--- config.mk ---
export PLATFORM = sky130hd
export DESIGN_NAME = krmv_ctrl
export DESIGN_NICKNAME = d
export VERILOG_FILES = /design/src/hdl/krmv_pkg.sv /design/src/hdl/krmv_ctrl.sv
export SDC_FILE = /design/constraint.sdc
export NUM_CORES = 1
export LEC_CHECK = 0
export BUFFER_PORTS_ARGS = -buffer_cell sky130_fd_sc_hd__buf_2
export CAP_MARGIN = 10
export CORE_AREA = 2 2 39 41
export CTS_CLUSTER_DIAMETER = 60
export DETAILED_ROUTE_END_ITERATION = 10
export DIE_AREA = 0 0 41 43
export PLACE_DENSITY = 0.65
export SLEW_MARGIN = 15
export SYNTH_ARGS = -nofsm -noshare
export SYNTH_HDL_FRONTEND = slang
export SYNTH_SLANG_ARGS = --single-unit
--- constraint.sdc ---
create_clock -name clk -period 1.5 [get_ports clk]
set_input_delay 0 -clock clk [delete_from_list [all_inputs] [get_ports clk]]
set_output_delay 0 -clock clk [all_outputs]
set_load 0.1 [all_outputs]
--- src/hdl/krmv_pkg.sv ---
// Shared types and constants for the keyed running mean and variance block.
// Depends on nothing; every other file of the block but krmv_ram imports it.
package krmv_pkg;

  // Saturation limits of the count and the variance.
  localparam logic [31:0] COUNT_MAX = 32'hFFFF_FFFF;
  localparam logic [62:0] VAR_MAX   = 63'h7FFF_FFFF_FFFF_FFFF;

  // Iterations of the shared divider and of the serial multiplier.
  localparam int DIV_STEPS = 64;
  localparam int MUL_STEPS = 33;

  // Controller states.
  typedef enum logic [3:0] {
    ST_IDLE,
    ST_SRCH,
    ST_MISS,
    ST_PREP,
    ST_MGO,
    ST_MWAIT,
    ST_MEAN,
    ST_MINIT,
    ST_MUL,
    ST_ACC,
    ST_VGO,
    ST_VWAIT,
    ST_DONE
  } krmv_state_t;

  // Commands from the controller to the datapath.
  typedef struct packed {
    logic accept;
    logic search;
    logic alloc;
    logic full;
    logic prep;
    logic div_start;
    logic div_var;
    logic mean_upd;
    logic mul_init;
    logic mul_step;
    logic acc;
    logic out_load;
  } krmv_cmd_t;

  // Status from the datapath to the controller.
  typedef struct packed {
    logic used_zero;
    logic key_hit;
    logic last_entry;
    logic table_full;
    logic div_done;
    logic mul_last;
    logic cnt_gt1;
    logic out_free;
  } krmv_status_t;

endpackage

--- src/hdl/krmv_ctrl.sv ---
// Controller state machine: sequences search, allocation, division,
// multiplication and result hand-off. Depends on krmv_pkg.
module krmv_ctrl
  import krmv_pkg::*;
(
  input  logic         clk,
  input  logic         rst_n,
  input  logic         in_valid,
  output logic         in_stall,
  input  krmv_status_t st,
  output krmv_cmd_t    cmd
);

  krmv_state_t state_r, state_nxt;

  // State register.
  always_ff @(posedge clk) begin
    if (!rst_n) begin
      state_r <= ST_IDLE;
    end else begin
      state_r <= state_nxt;
    end
  end

  // Next state and commands.
  always_comb begin
    state_nxt = state_r;
    cmd       = '0;
    in_stall  = (state_r != ST_IDLE);
    unique case (state_r)
      ST_IDLE: begin
        if (in_valid) begin
          cmd.accept = 1'b1;
          state_nxt  = st.used_zero ? ST_MISS : ST_SRCH;
        end
      end
      ST_SRCH: begin
        if (st.key_hit) begin
          state_nxt = ST_PREP;
        end else if (st.last_entry) begin
          state_nxt = ST_MISS;
        end else begin
          cmd.search = 1'b1;
        end
      end
      ST_MISS: begin
        if (st.table_full) begin
          cmd.full  = 1'b1;
          state_nxt = ST_DONE;
        end else begin
          cmd.alloc = 1'b1;
          state_nxt = ST_PREP;
        end
      end
      ST_PREP: begin
        cmd.prep  = 1'b1;
        state_nxt = ST_MGO;
      end
      ST_MGO: begin
        cmd.div_start = 1'b1;
        state_nxt     = ST_MWAIT;
      end
      ST_MWAIT: begin
        if (st.div_done) begin
          state_nxt = ST_MEAN;
        end
      end
      ST_MEAN: begin
        cmd.mean_upd = 1'b1;
        state_nxt    = ST_MINIT;
      end
      ST_MINIT: begin
        cmd.mul_init = 1'b1;
        state_nxt    = ST_MUL;
      end
      ST_MUL: begin
        cmd.mul_step = 1'b1;
        if (st.mul_last) begin
          state_nxt = ST_ACC;
        end
      end
      ST_ACC: begin
        cmd.acc   = 1'b1;
        state_nxt = st.cnt_gt1 ? ST_VGO : ST_DONE;
      end
      ST_VGO: begin
        cmd.div_start = 1'b1;
        cmd.div_var   = 1'b1;
        state_nxt     = ST_VWAIT;
      end
      ST_VWAIT: begin
        if (st.div_done) begin
          state_nxt = ST_DONE;
        end
      end
      ST_DONE: begin
        if (st.out_free) begin
          cmd.out_load = 1'b1;
          state_nxt    = ST_IDLE;
        end
      end
      default: begin
        state_nxt = ST_IDLE;
      end
    endcase
  end

endmodule

## After elaboration in Yosys (flattened, before gate mapping)

Cells that the tools add are included.

- Input bits: 11
- Logic and storage cells: 51
- Register bits after elaboration: 4
- Output and inout bits: 13

- Mux-type cells: 28
- Equal/unequal tests: 18
- Reductions and logical operators: 4

Operator list:

| cell | count |
|---|---|
| one-hot mux 4 bit (13 select lines) | 1 |
| two-way mux 4 bit | 8 |
| equality test 4 bit (second input constant) | 5 |
| equality test 4 x 3 -> 1 bit (second input constant) | 4 |
| two-way mux 1 bit | 16 |
| != test 2 bit (second input constant) | 5 |
| equality test 4 x 2 -> 1 bit (second input constant) | 2 |
| AND reduction 6 bit | 1 |
| equality test 4 x 1 -> 1 bit (second input constant) | 1 |
| zero test 4 bit | 1 |
| two-way mux 2 bit | 2 |
| nonzero test 4 bit | 1 |
| two-way mux 3 bit | 1 |
| != test 3 bit (second input constant) | 1 |
| OR reduction 2 bit | 1 |

## Longest topological paths before layout

- Depth after elaboration: 3
- Gate-level depth with buffers: 6
- Gate-level depth less buffers: 5

## Worst setup path after synthesis

No wires, ideal clock.

- Path kind: flip-flop to flip-flop
- Start: register state_r[0]
- End: register state_r[3]
- Clock period less this slack: 3.151 ns
- Arrival: 3.083 ns
- Buffers on the path: 1
- Stages on the path, launching flop included: 5
- Path slack: -1.651 ns
- Required time: 1.432 ns
- Setup time: 0.068 ns
- Cells stage by stage: dfxtp_1 buf_2 nand2b_1 nor3_1 o311a_1

- Longest elaborated chain between the ends: 3
- Elaborated cells between the ends (all ways): 21
- Classes of those cells: eq/ne: 18; mux: 1; reduce/logical: 2

RTL lines:

| element | line | source |
|---|---|---|
| start, declared | krmv_ctrl.sv:14 | `krmv_state_t state_r, state_nxt;` |
| start signal, assigned | krmv_ctrl.sv:21 | `state_r <= state_nxt;` |
| equality test 4 x 1 -> 1 bit (tied with other cells) | krmv_ctrl.sv:30 | `unique case (state_r)` |
| != test 3 bit (no line) or != test 2 bit (tied branches) | - |  |
| AND reduction 6 bit (no line) | - |  |

Several ways; a longest one is shown, not always the timed one.
A chain may end at the register's enable or synchronous reset.

==> results.md <==
| Step | Item | This run |
|:---|:---|:---|
| critical path | Critical path launch point type | flop |
| floorplan | Height of the die | 43 µm |
| timing | Endpoints failing setup | 0 |
| final layout | Fill cells | 113 |
| critical path | Biggest cell delay along the critical path | 0.34 ns |
| synth | Synthesized Nets | 77 |
| power and ir drop | Proportion of power drawn by combinational gates | 84.1% |
| detailed routing | Number of DRC markers in iteration 0 | 17 |
| synth | Fraction of the mapped netlist area in compound gates | 25.7% |
| clock tree | Max Buffers Root-to-Sink | 2 |
| critical path | Kind of end point of the critical path | output pin |
| global routing | Via count of the first global-routing pass | 554 |
| synth | Xor-xnor portion of the synthesized cell area | 0% |
| final layout | Nets | 112 |
| synth | Post-Synthesis Cell Area | 463 µm² |
| critical path | Type of the worst setup path | flop to output pin |
| synth | Register area share after synthesis | 17.3% |
| power and ir drop | Power spent charging and discharging nets | 1.21 mW |
| timing | Setup Skew | 0.00799 ns |
| clock tree | Number of levels in the clock H-tree | 1 |
| synth | Mapped Avg Cell Area | 7.01 µm² |
| synth | Number of synthesized flops with an enable pin | 0 |
| final layout | Largest registers ranked by flip-flop count | state_r: 4 flops |
| critical path | Worst-path fanout max | 5 |
| synth | Top cells by count, synth | sky130_fd_sc_hd__nor2_1 (11), sky130_fd_sc_hd__nand2_1 (6), sky130_fd_sc_hd__nand2b_1 (5) |
| synth | Fraction of synthesized area in multiplexers | 4.86% |
| detailed routing | Average detailed-routed wire length per instance | 12.8 µm |
| timing | Part of the cycle the worst path needs | 97.8% |
| outcome | Run status | finished clean |
| timing | Minimum period implied by the final worst setup slack | 1.47 ns |
| synth | Largest area contributor in the synthesized netlist | sky130_fd_sc_hd__dfxtp_1 |
| power and ir drop | Internal | 945 µW |
| global routing | GRT Overall Usage | 18.5% |
| critical path | Arrival time of the worst setup path | 1.47 ns |
| synth | Yosys top cell area share | 17.3% |
| final layout | Register with the highest flop count | state_r |
| synth | Synthesized-area fraction occupied by adder cells | 0% |
| critical path | Cell breakdown of the critical path | or2_4 > buf_4 > nor3_4 > buf_4 > buf_12 |
| global routing | Maximum number of pins on one net before global-route repair | 13 |
| clock tree | TritonCTS clock tree | built |
| timing | Smallest setup slack after layout | 0.0325 ns |
| synth | Count of mapped cells out of synthesis | 66 |
| timing | Accumulated negative setup slack | 0 ns |
| critical path | Required time of the worst setup path | 1.50 ns |
| detailed routing | Post-Route WL | 1.47 mm |
| timing | Worst-Margin Slew | 0.251 ns |
| final layout | Syn-to-layout area delta | 102% |
| synth | Netlist cell types | 29 |
| placed design | Number of port buffers | 23 |
| power and ir drop | Clock network fraction of design power | 6.6% |
| final layout | Flip-flop count of the largest register after layout | 4 |
| detailed routing | Antenna Nets Post-Route | 0 |
| power and ir drop | PD cells | 2310 mW/mm² |
| synth | Number of register bits inferred by synthesis | 4 |
| global routing | Wire length of the first global-routing pass | 2.26 mm |
| clock tree | Master cell of the clock root buffer | sky130_fd_sc_hd__clkbuf_4 |
| floorplan | Die outline area | 0.00176 mm² |
| timing | Max_slew headroom | 83.1% |
| detailed routing | Total number of vias | 626 |
| final layout | Area of the multi-input gates | 400 µm² |
| clock tree | Setup Buffers After CTS | 0 |
| job | Maxcap violations | 0 |
| global routing | Global route overflow | 0 |
| critical path | Worst path slowest cell | sky130_fd_sc_hd__dfxtp_2 |
| synth | Fraction of registers with async set/reset | 0% |
| clock tree | TritonCTS Sinks | 4 |
| power and ir drop | Share of total power consumed by net switching | 56.2% |
| floorplan | Die width | 41 µm |
| timing | Fmax achieved | 0.681 GHz |
| synth | Most instantiated library cell after synthesis | sky130_fd_sc_hd__nor2_1 |
| timing | Slew Viols, Final | 0 |
| placed design | Cell Area, Placed | 897 µm² |
| synth | Synth Area in Simple Gates | 44.9% |
| min path | Class of the most critical hold timing path | input pin to flop |
| critical path | Count of buffering cells on the critical path with inverters included | 3 |
| synth | Biggest area contributors in the synthesized netlist | sky130_fd_sc_hd__dfxtp_1 (17%), sky130_fd_sc_hd__nor2_1 (8.9%), sky130_fd_sc_hd__nand2b_1 (6.8%), sky130_fd_sc_hd__nand2_1 (4.9%), sky130_fd_sc_hd__nor4_4 (4.6%) |
| clock tree | Clock transition at the register clock pins on the worst setup and hold paths after CTS | 0.04 ns |
| final layout | Area of all placed cells without fillers | 933 µm² |
| critical path | Dominant cell type by count on the critical path | sky130_fd_sc_hd__buf_4 |
| final layout | Count of inserted antenna diode cells | 0 |
| global routing | Number of antenna violations at the first check in global routing | 0 |
| synth | Most frequently used flop master after synthesis | sky130_fd_sc_hd__dfxtp_1 |
| clock tree | TritonCTS buffer count | 3 |
| power and ir drop | Peak supply drop | 1230 µV |
| clock tree | Clock latency reported for the late side of the worst-skew pair | 0.25 ns |
| power and ir drop | Seq pwr share | 9.4% |
| floorplan | Starting Density | 33.5% |
| timing | Hold Vio Cnt, Final | 0 |
| final layout | Ratio of cells with drive above 1 in the final layout | 55.6% |
| final layout | Flip-flop and latch area | 82.6 µm² |
| synth | YS warnings | 0 |
| power and ir drop | Leakage | 0.399 nW |
| detailed routing | DRC errors left | 0 |
| synth | Main combinational cell family by area after synthesis | simple AND/OR/NAND/NOR gates |
| floorplan | Number of primary I/O pins | 24 |
| floorplan | Core box area | 0.00138 mm² |
| placed design | Final Wtd Congestion | 0.832 |
| detailed routing | Detailed-route vias per instance | 5.44 |
| power and ir drop | Final total power | 2.16 mW |
| critical path | Top cell family by delay on the critical path | buffers and inverters |
| placed design | Setup WS pre-CTS | 0.0694 ns |
| clock tree | Number of hold buffers added after CTS | 0 |
| floorplan | Number of placement rows | 14 |
| detailed routing | Number of iterations in the first detailed-routing pass | 4 |
| placed design | Estimated wirelength of the detail-placed design | 1.20 mm |
[stage by stage]
| stage | util, % | hold WS, ns | cells |
|---|---|---|---|
| after global placement | 64.8 | 0.279 | 112 |
| after detailed placement | 64.8 | 0.281 | 112 |
| after floorplan | - | 0.117 | 66 |
| after CTS | 66.9 | 0.0376 | 115 |
| after global routing | 67.5 | 0.0428 | 115 |
| final | 67.5 | 0.0351 | 115 |
[metal layers]
metal  track usage (%)  wire length, µm
met5                 0                0
met4              6.00               19
met3              3.14               79
met2              30.6              789
met1              23.0              582
[worst paths after layout]
| check | start | to | depth (start not counted) | slack (ns) |
|---|---|---|---|---|
| worst max-delay path | state_r[3]$_SDFFE_PN0P_ | cmd[8] | 5 | 0.03 |
| worst min-delay path | rst_n | state_r[3]$_SDFFE_PN0P_ | 2 | 0.04 |
| worst max register to register | state_r[2]$_SDFFE_PN0P_ | state_r[3]$_SDFFE_PN0P_ | 5 | 0.11 |
| worst min register to register | state_r[3]$_SDFFE_PN0P_ | state_r[1]$_SDFFE_PN0P_ | 3 | 0.67 |
[placed cells by master, fill, tap and decap left out, types with 2 or more instances in the layout]
master and instances:
sky130_fd_sc_hd__buf_4 11, sky130_fd_sc_hd__clkbuf_4 3, sky130_fd_sc_hd__nor2_2 3, sky130_fd_sc_hd__nand4_1 2, sky130_fd_sc_hd__a31oi_1 2, sky130_fd_sc_hd__inv_1 4, sky130_fd_sc_hd__buf_12 13, sky130_fd_sc_hd__o22ai_1 3
sky130_fd_sc_hd__dfxtp_2 2, sky130_fd_sc_hd__nor3_4 2, sky130_fd_sc_hd__and3_1 2, sky130_fd_sc_hd__dfxtp_1 2, sky130_fd_sc_hd__a21oi_1 2, sky130_fd_sc_hd__o32a_1 2, sky130_fd_sc_hd__nand2_1 5, sky130_fd_sc_hd__nand2b_1 4
sky130_fd_sc_hd__buf_2 10, sky130_fd_sc_hd__nor2_1 8
[kinds of logic after synthesis]
| logic type | Yosys count |
|---|---|
| DFF | 4 |
| buffers and inverters | 8 |
| AOI/OAI and AO/OA | 16 |
| and+or+nand+nor | 36 |
| muxes | 2 |
[layout make-up]
cell class	count	share of cell area, %
clock buffers	3	2.41
inverters	4	1.61
multi-input cells	54	42.9
flip-flops and latches	4	8.85
well taps	16	2.14
repair buffers	34	42.1
[repair_timing]
action,in CTS,in global routing
resized for setup,1,4
endpoints found under the setup margin,1,5
cloned,0,0
[power groups by stage]
stage / clock [mW] / sequential (mW) / combinational (mW)
after global routing: 0.142 / 0.209 / 1.89
after detailed placement: 0 / 0.196 / 1.78
after CTS: 0.137 / 0.195 / 1.80
after global placement: 0 / 0.194 / 1.76
after floorplan: 0 / 0.190 / 1.17
final: 0.142 / 0.202 / 1.81
Power figures use the tool's default switching activity.
